[src/hdl/ssdm_pkg.sv]
package ssdm_pkg;

   localparam int NumDigits = 4;
   localparam int CharWidth = 8;
   localparam int SegWidth  = 7;

   localparam logic [SegWidth-1:0] SegA = 7'h01;
   localparam logic [SegWidth-1:0] SegB = 7'h02;
   localparam logic [SegWidth-1:0] SegC = 7'h04;
   localparam logic [SegWidth-1:0] SegD = 7'h08;
   localparam logic [SegWidth-1:0] SegE = 7'h10;
   localparam logic [SegWidth-1:0] SegF = 7'h20;
   localparam logic [SegWidth-1:0] SegG = 7'h40;
   localparam logic [SegWidth-1:0] SegAll = 7'h7F;

   localparam logic [0:0] ActionTick = 1'b0;
   localparam logic [0:0] ActionLoad = 1'b1;

   // sub-phase within one digit slot
   typedef enum logic [1:0] {
      StepBlank  = 2'd0,
      StepDrive  = 2'd1,
      StepEnable = 2'd2
   } step_type;

   typedef struct packed {
      logic [CharWidth-1:0] char_m1;
      logic [CharWidth-1:0] char_m10;
      logic [CharWidth-1:0] char_h1;
      logic [CharWidth-1:0] char_h10;
      logic                 action;
   } req_word_type;

   typedef struct packed {
      logic [NumDigits-1:0] digit_enables;
      logic [SegWidth-1:0]  segment_lines;
   } rsp_word_type;

   function automatic logic [SegWidth-1:0] decode_char(input logic [CharWidth-1:0] c);
      logic [SegWidth-1:0] pat;
      unique case (c)
         8'h30:   pat = SegA | SegB | SegC | SegD | SegE | SegF;
         8'h31:   pat = SegB | SegC;
         8'h32:   pat = SegA | SegB | SegD | SegE | SegG;
         8'h33:   pat = SegA | SegB | SegC | SegD | SegG;
         8'h34:   pat = SegB | SegC | SegF | SegG;
         8'h35:   pat = SegA | SegC | SegD | SegF | SegG;
         8'h36:   pat = SegA | SegC | SegD | SegE | SegF | SegG;
         8'h37:   pat = SegA | SegB | SegC;
         8'h38:   pat = SegAll;
         8'h39:   pat = SegA | SegB | SegC | SegD | SegF | SegG;
         8'h6E:   pat = SegC | SegE | SegG;                 // 'n'
         8'h6F:   pat = SegC | SegD | SegE | SegG;          // 'o'
         8'h41:   pat = SegA | SegB | SegC | SegE | SegF | SegG; // 'A'
         8'h50:   pat = SegA | SegB | SegE | SegF | SegG;   // 'P'
         8'h20:   pat = '0;                                 // space
         default: pat = SegD;                               // unknown code
      endcase
      return pat;
   endfunction

endpackage

[src/hdl/ssdm_char_decode.sv]
module ssdm_char_decode
   import ssdm_pkg::*;
(
   input  req_word_type        req_word,
   output logic [SegWidth-1:0] patterns [NumDigits]
);

   assign patterns[0] = decode_char(req_word.char_h10);
   assign patterns[1] = decode_char(req_word.char_h1);
   assign patterns[2] = decode_char(req_word.char_m10);
   assign patterns[3] = decode_char(req_word.char_m1);

endmodule

[src/hdl/ssdm_scan.sv]
module ssdm_scan
   import ssdm_pkg::*;
(
   input  logic                clock,
   input  logic                reset,
   input  logic                fire,
   input  logic                action,
   input  logic [SegWidth-1:0] new_patterns [NumDigits],
   output rsp_word_type        rsp_next
);

   localparam int DigitIdxWidth = $clog2(NumDigits);

   logic [SegWidth-1:0]      patterns_ff [NumDigits];
   logic [SegWidth-1:0]      patterns_in [NumDigits];
   logic [DigitIdxWidth-1:0] digit_ff, digit_in;
   step_type                 step_ff, step_in;
   logic [SegWidth-1:0]      seg_ff, seg_in;
   logic [NumDigits-1:0]     en_ff, en_in;

   always_comb begin
      patterns_in = patterns_ff;
      digit_in    = digit_ff;
      step_in     = step_ff;
      seg_in      = seg_ff;
      en_in       = en_ff;
      if (fire) begin
         if (action == ActionLoad) begin
            patterns_in = new_patterns;
         end else begin
            unique case (step_ff)
               StepBlank: begin
                  en_in   = '0;
                  step_in = StepDrive;
               end
               StepDrive: begin
                  seg_in  = patterns_ff[digit_ff];
                  step_in = StepEnable;
               end
               StepEnable: begin
                  en_in    = en_ff | (NumDigits'(1) << digit_ff);
                  step_in  = StepBlank;
                  digit_in = digit_ff + DigitIdxWidth'(1);
               end
               default: begin
                  // out of cycle, clear the enables and restart at the drive step of the first digit
                  en_in    = '0;
                  step_in  = StepDrive;
                  digit_in = '0;
               end
            endcase
         end
      end
   end

   always_ff @(posedge clock) begin
      if (reset) begin
         for (int i = 0; i < NumDigits; i++) begin
            patterns_ff[i] <= SegAll;
         end
         digit_ff <= '0;
         step_ff  <= StepBlank;
         seg_ff   <= '0;
         en_ff    <= '0;
      end else begin
         patterns_ff <= patterns_in;
         digit_ff    <= digit_in;
         step_ff     <= step_in;
         seg_ff      <= seg_in;
         en_ff       <= en_in;
      end
   end

   assign rsp_next.segment_lines = seg_in;
   assign rsp_next.digit_enables = en_in;

endmodule

[src/hdl/seven_segment_four_digit_mux.sv]
// an accepted request word passes the input register and then the result register to become its response word
// throughput: one word per cycle while rsp_tready stays high; a stalled response holds the words behind it
// each tick advances the 12-phase scan (blank, drive, enable per digit) by one phase
// reset: synchronous, active high; pipeline empties, scan restarts at the
// blank phase of the first digit, patterns all lit, segments and enables off
module seven_segment_four_digit_mux
   import ssdm_pkg::*;
(
   input  logic        clock,
   input  logic        reset,

   input  logic        req_tvalid,
   output logic        req_tready,
   // char_h10 [7:0], char_h1 [15:8], char_m10 [23:16], char_m1 [31:24]
   input  logic [31:0] req_tdata,
   // action [0]: 0 tick, 1 load
   input  logic        req_tuser,

   output logic        rsp_tvalid,
   input  logic        rsp_tready,
   // segment_lines [6:0], digit_enables [10:7], zero [15:11]
   output logic [15:0] rsp_tdata
);

   localparam int RspWidth = $bits(rsp_word_type);

   // input register stage
   logic         in_valid_ff, in_valid_in;
   req_word_type in_word_ff, in_word_in;

   // result register stage
   logic         out_valid_ff, out_valid_in;
   rsp_word_type out_word_ff, out_word_in;

   logic         advance;
   logic         req_fire;
   logic         core_fire;

   logic [SegWidth-1:0] new_patterns [NumDigits];
   rsp_word_type        rsp_next;

   // the result slot frees up when empty or being taken this cycle
   assign advance    = !out_valid_ff || rsp_tready;
   assign req_tready = !reset && (!in_valid_ff || advance);
   assign req_fire   = req_tvalid && req_tready;
   assign core_fire  = in_valid_ff && advance;

   always_comb begin
      in_valid_in  = in_valid_ff;
      in_word_in   = in_word_ff;
      out_valid_in = out_valid_ff;
      out_word_in  = out_word_ff;
      if (advance) begin
         out_valid_in = in_valid_ff;
         if (core_fire) begin
            out_word_in = rsp_next;
         end
         in_valid_in = 1'b0;
      end
      if (req_fire) begin
         in_valid_in = 1'b1;
         in_word_in  = {req_tdata, req_tuser};
      end
   end

   always_ff @(posedge clock) begin
      if (reset) begin
         in_valid_ff  <= 1'b0;
         out_valid_ff <= 1'b0;
      end else begin
         in_valid_ff  <= in_valid_in;
         out_valid_ff <= out_valid_in;
      end
   end

   // payload registers, no reset needed
   always_ff @(posedge clock) begin
      in_word_ff  <= in_word_in;
      out_word_ff <= out_word_in;
   end

   // character decode for a load word
   ssdm_char_decode u_decode (
      .req_word (in_word_ff),
      .patterns (new_patterns)
   );

   // pattern store, scan phase and segment / enable levels
   ssdm_scan u_scan (
      .clock        (clock),
      .reset        (reset),
      .fire         (core_fire),
      .action       (in_word_ff.action),
      .new_patterns (new_patterns),
      .rsp_next     (rsp_next)
   );

   assign rsp_tvalid = out_valid_ff;
   assign rsp_tdata  = {(16 - RspWidth)'(0), out_word_ff};

endmodule

[config.mk]
export PLATFORM = sky130hd
export DESIGN_NAME = seven_segment_four_digit_mux
export DESIGN_NICKNAME = d
export VERILOG_FILES = /design/src/hdl/ssdm_pkg.sv /design/src/hdl/ssdm_char_decode.sv /design/src/hdl/ssdm_scan.sv /design/src/hdl/seven_segment_four_digit_mux.sv
export SDC_FILE = /design/constraint.sdc
export NUM_CORES = 1
export LEC_CHECK = 0
export ABC_AREA = 1
export BUFFER_PORTS_ARGS = -buffer_cell sky130_fd_sc_hd__buf_2
export CAP_MARGIN = 15
export CELL_PAD_IN_SITES_DETAIL_PLACEMENT = 1
export CELL_PAD_IN_SITES_GLOBAL_PLACEMENT = 2
export CORE_ASPECT_RATIO = 2
export CORE_UTILIZATION = 34
export CTS_CLUSTER_DIAMETER = 50
export DETAILED_ROUTE_END_ITERATION = 10
export GPL_TIMING_DRIVEN = 0
export PLACE_DENSITY_LB_ADDON = 0.1
export SETUP_SLACK_MARGIN = 0.3
export SKIP_CTS_REPAIR_TIMING = 1
export SLEW_MARGIN = 20
export SYNTH_ARGS = -nofsm -noshare
export SYNTH_HDL_FRONTEND = slang
export SYNTH_SLANG_ARGS = --single-unit
[constraint.sdc]
create_clock -name clock -period 3 [get_ports clock]
set_input_delay 0.3 -clock clock [delete_from_list [all_inputs] [get_ports clock]]
set_output_delay 0.3 -clock clock [all_outputs]
set_load 0.02 [all_outputs]
After elaboration in Yosys (flattened, before gate mapping):

Index checks and enable logic that the tools add are counted.

* register bits: 89
* bits of input ports: 37
* output and inout bits: 18
* word-level logic and storage cells: 118

* add/subtract/negate cells: 1
* magnitude comparators: 1
* equal/unequal tests: 62
* shift operators: 1
* mux-type cells: 17
* bitwise gates (word level): 4
* reductions and logical operators: 15

Operator list (count)
* 7-bit one-hot mux with 15 select lines: 4
* 8-bit by 6-bit == test with 1-bit output (second input constant): 44
* 8-bit by 7-bit == test with 1-bit output (second input constant): 16
* 7-bit two-way mux: 5
* 7-bit binary-select mux with 2-bit select: 1
* 4-bit two-way mux: 2
* 2-bit one-hot mux with 2 select lines: 2
* 4-bit one-hot mux with 2 select lines: 1
* 2-bit AND reduction: 3
* 4-bit bitwise OR: 1
* 1-bit by 2-bit left shift with 4-bit output (first input constant): 1
* 3-bit >= comparator (second input constant): 1
* 1-bit logical AND: 3
* 1-bit logical NOT: 3
* 2-bit inverter with 3-bit output: 1
* 3-bit AND reduction: 1
* 2-bit by 1-bit adder with 2-bit output (second input constant): 1
* 2-bit by 1-bit == test with 1-bit output (second input constant): 1
* 2-bit == test (second input constant): 1
* 2-bit logical NOT: 1
* 1-bit logical OR: 2
* 1-bit two-way mux: 2
* 1-bit inverter: 2
* 2-bit nonzero test: 1
* 2-bit OR reduction: 1

Depth between registers and ports, before layout:

* word-level depth: 7
* gate-level depth with buffers: 11

Modules after synthesis:

Synthesis repeated with hierarchy kept, for this count alone.

* cell total of the unflattened synthesis: 691
* area total of the unflattened synthesis: 4968.5 um^2

By module, submodules not included
* ssdm_scan: times used 1, cells each 278, area an instance 2014.4 um^2, seq. area each 860.8 um^2
* ssdm_char_decode: times used 1, cells each 349, area an instance 1492.7 um^2, seq. area each 0.0 um^2
* seven_segment_four_digit_mux: times used 1, cells each 64, area an instance 1461.4 um^2, seq. area each 1361.3 um^2

Least setup slack after synthesis:

Ideal clock, no wire load.

* path kind: reg-to-reg
* start: register out_valid_ff (netlist: rsp_tvalid)
* end: register in_word_ff[0] (netlist name), enable pin
* library setup time: 0.423 ns
* arrival time: 2.064 ns
* slack: 0.512 ns
* cell stages (with the launch flop): 6
* path buffers: 0
* period minus slack after synthesis: 2.488 ns
* cell sequence: dfxtp_1 > nand2_1 > nor2_1 > inv_1 > nand2_1 > nor2_1

* cells in the longest elaborated chain, start to end: 5

RTL lines
* start, declared: RTL line seven_segment_four_digit_mux.sv:32 `logic out_valid_ff, out_valid_in;`
* start signal, assigned: RTL line seven_segment_four_digit_mux.sv:72 `out_valid_ff <= out_valid_in;`
* 1-bit logical NOT: RTL line seven_segment_four_digit_mux.sv:43 `assign advance = !out_valid_ff || rsp_tready;`
* 1-bit logical OR: RTL line seven_segment_four_digit_mux.sv:43
* 1-bit logical OR: RTL line seven_segment_four_digit_mux.sv:44 `assign req_tready = !reset && (!in_valid_ff || advance);`
* 1-bit logical AND: RTL line seven_segment_four_digit_mux.sv:44
* 1-bit logical AND: RTL line seven_segment_four_digit_mux.sv:45 `assign req_fire = req_tvalid && req_tready;`
* end signal, assigned: RTL line seven_segment_four_digit_mux.sv:78 `in_word_ff <= in_word_in;`
* end, declared: RTL line seven_segment_four_digit_mux.sv:29 `req_word_type in_word_ff, in_word_in;`

No other way between the ends.
A chain may end at the register's enable or synchronous reset.

==> metrics.md <==
| Metric | Value |
|---|---|
| Initial antenna violation count | `0` |
| Setup slack at placement | `0.970 ns` |
| Max Cap Viol | `0` |
| # setup viols final | `0` |
| Final Routed Wirelength | `13000 um` |
| DR WL/cell | `14.2 um` |
| Met3 usage | `2.60%` |
| Peak fanout along the critical path | `14` |
| CTS tree | `yes` |
| Main synth FF type | `dfxtp_1` |
| CTS sink count | `89` |
| Initial Util | `34.9%` |
| Via count | `4407` |
| Async SR Flop Fraction | `0%` |
| Via-to-Cell Ratio | `4.81` |
| Crit path DAT | `1.99 ns` |
| Hold Crit Start | `req_tdata[21]` |
| Area grow syn2layout | `16.8%` |
| Post-synthesis simple-gate area fraction | `32.6%` |
| CP Launch Type | `flip-flop` |
| Post-route minimum period | `1.91 ns` |
| Met2 usage | `41.2%` |
| Crit path cell chain | `inv_1 -> a21oi_4 -> nand2_4 -> o31ai_2 -> nor2_1` |
| Xor and xnor area share after synthesis | `0%` |
| R2R depth | `5` |
| Unique masters post-synth | `38` |
| Drt first pass iters | `4` |
| Hpwl dp | `10800 um` |
| Maximum vdd drop | `0.267 mV` |
| LEAKAGE | `2.74 nW` |
| CTS Buffer Depth | `2` |
| Adder-cell share of the synthesized area | `2.06%` |
| CTS clk-pin slew, worst paths | `0.07 ns` |
| Share of cells above drive strength 1 | `13.3%` |
| TritonCTS Buffers | `9` |
| Core Area | `13900 um2` |
| Core Util, Final | `40.8%` |
| Worst Hold End | `in_word_ff[22]` |
| Fin crit share | `63.7%` |
| Mapped Cells | `658` |
| Unrepaired setup endpoints after global routing | `no` |
| Post-synthesis mux area share | `0%` |
| Global-route wire length before repair | `21700 um` |
| Setup CP Type | `reg2reg` |
| Gr usage total | `19.2%` |
| Fin Hold WS | `0.129 ns` |
| Number of global-route vias before repair | `4761` |
| Clock root buffer | `clkbuf_16` |
| # IOs | `55` |
| Placed insts | `900` |
| Grt ovf | `0` |
| Antenna Cells | `0` |
| Slew @ Worst Pin | `0.620 ns` |
| DR DRC count | `0` |
| Non-filler cells, final | `916` |
| Element type at the critical path end | `flip-flop` |
| Synth warn | `0` |
| Slowest Stage Delay on Critical Path | `0.55 ns` |
| Crit path required time | `3.08 ns` |
| Hold Vio Cnt, Final | `0` |
| Row count | `61` |
| Relative slew slack | `58.4%` |
| Post-synthesis average cell area | `7.37 um2` |
| Synth Area in Compound Gates | `11.1%` |
| Crit-path slowest cell | `o31ai_2` |
| Largest net degree at the start of global routing | `29` |
| Largest family of logic cells by synthesized area | `simple AND/OR/NAND/NOR gates` |
| Run status | `finished clean` |
| FF-to-FF End | `rsp_tdata[7]` |
| H-tree levels | `3` |
| Slew Viols, Final | `0` |
| #FFs+latches synth | `89` |
| Die Area | `14800 um2` |
| Insertion delay to the later sink of the worst-skew pair | `0.34 ns` |
| Hold depth | `1` |
| Sequential share of the synthesized area | `45.8%` |
| Setup ws final | `1.09 ns` |
| GRT busiest layer | `met2` |
| Layout Nets | `767` |
| # fillers | `1779` |
| Worst min-delay path class | `in2reg` |
| DRT iter0 DRCs | `105` |
| Synthesized area | `4850 um2` |
| Global-route track usage on met1 | `16.5%` |
| Die W | `86.4 um` |
| Fmax | `523 MHz` |
| PD cells | `479 nW/um2` |
| Critical R2R Launch | `in_valid_ff` |
| GP Congestion | `0.837` |
| Worst R2R Setup Slack | `1.09 ns` |
| Fin Clk Skew | `0.0105 ns` |
| Die Ht | `171 um` |
| ANT nets after route | `0` |
| Post-synth EDFFs | `44` |
| Number of buffers added on ports | `48` |
## how the worst max path moves through the flow
stage,from,slack (ns),depth (start not counted),endpoint
after floorplan,rsp_tvalid,0.51,5,in_word_ff[0]
after global placement,reset,-0.21,4,in_word_ff[17]
after detailed placement,rsp_tready,0.97,8,u_scan.patterns_ff[3]
after CTS,in_valid_ff,1.02,7,u_scan.patterns_ff[3]
after global routing,in_valid_ff,0.91,7,u_scan.patterns_ff[1]
final,in_valid_ff,1.09,5,rsp_tdata[7]
## synthesized netlist by cell type, types with 2 or more instances
cell type    n  share of area, %
o22ai_1      7              0.90
dfxtp_1     45                19
clkbuf_1     7              0.54
a21oi_1     46               4.7
nor2_1     107               8.3
nor3_1      11               1.1
nand3b_1     5              0.77
nor2_4       4              0.93
inv_1       77               6.0
nand3_1     44               4.5
a211oi_1     9               1.4
nand4_1      6              0.77
ha_1         8               2.1
or2_2        7              0.90
edfxtp_1    44                27
o21ai_0     29               3.0
and3_1       2              0.26
buf_4        6              0.93
nor2_2       3              0.39
buf_2        3              0.31
nand2_1    171                13
## placed cells by master (no fill, tap or decap), drive strengths merged, types with 2 or more instances in the layout
| cell | n |
|---|---|
| or2 | 8 |
| nand4 | 6 |
| edfxtp | 44 |
| and3 | 2 |
| nor3 | 11 |
| ha | 8 |
| dfxtp | 45 |
| nor2 | 114 |
| inv | 81 |
| o22ai | 7 |
| conb | 5 |
| a211oi | 9 |
| a21oi | 47 |
| nand3b | 5 |
| nand2 | 173 |
| clkinv | 2 |
| clkbuf | 17 |
| o21ai | 29 |
| nand3 | 45 |
| buf | 60 |
## kinds of logic (layout without fill, tap and decap cells)
family | after synthesis | after routing
adders and majority gates | 8 | 8
other | 1 | 5
DFF | 89 | 89
and+or+nand+nor | 368 | 368
buffers and inverters | 96 | 161
AOI/OAI and AO/OA | 96 | 96
## critical path, delay by kind of cell (launching register included)
kind / cells / cell delay [ns]
flops: 1 / 0.32
simple gates: 2 / 0.25
buf+inv: 1 / 0.08
compound gates: 2 / 1.00
## sequential cells by signal, indices dropped and copies added, names as in the netlist
signal,flops
u_scan.en_ff,4
u_scan.seg_ff,7
u_scan.patterns_ff,28
u_scan.step_ff,2
u_scan.digit_ff,2
rsp_tdata,11
in_valid_ff,1
in_word_ff,33
rsp_tvalid,1
## layer usage
layer  part of all wire, %  vias up
li1                      -     2260
met1                    34     2065
met2                    61       59
met3                   1.7       23
met4                   2.9        0
met5                     0        -
## report_power, final
part | switching (mW) | internal (mW) | total (mW)
clock | 0.530 | 0.588 | 1.12
combinational | 0.154 | 0.0801 | 0.234
sequential | 0.0335 | 1.33 | 1.36
total | 0.718 | 2.00 | 2.71
## final cells by class
class                      instances  area, um2  area share (%)
buffer                            19        115            2.03
sequential                        89       2220            39.2
timing repair buffer              49        260            4.60
inverter                          77        289            5.10
multi-input combinational        477       2240            39.6
clock inverter                     7       70.1            1.24
clock buffer                       9        225            3.98
tap                              189        236            4.18
## metrics by stage
step	area, um2	power, mW	TNS, ns
after floorplan	4860	1.54	0
after global placement	5340	1.62	-6.79
after detailed placement	5370	1.63	0
after CTS	5660	2.77	0
after global routing	5660	2.83	0
final	5660	2.71	0
No activity file was read; power rests on OpenSTA's default activity.
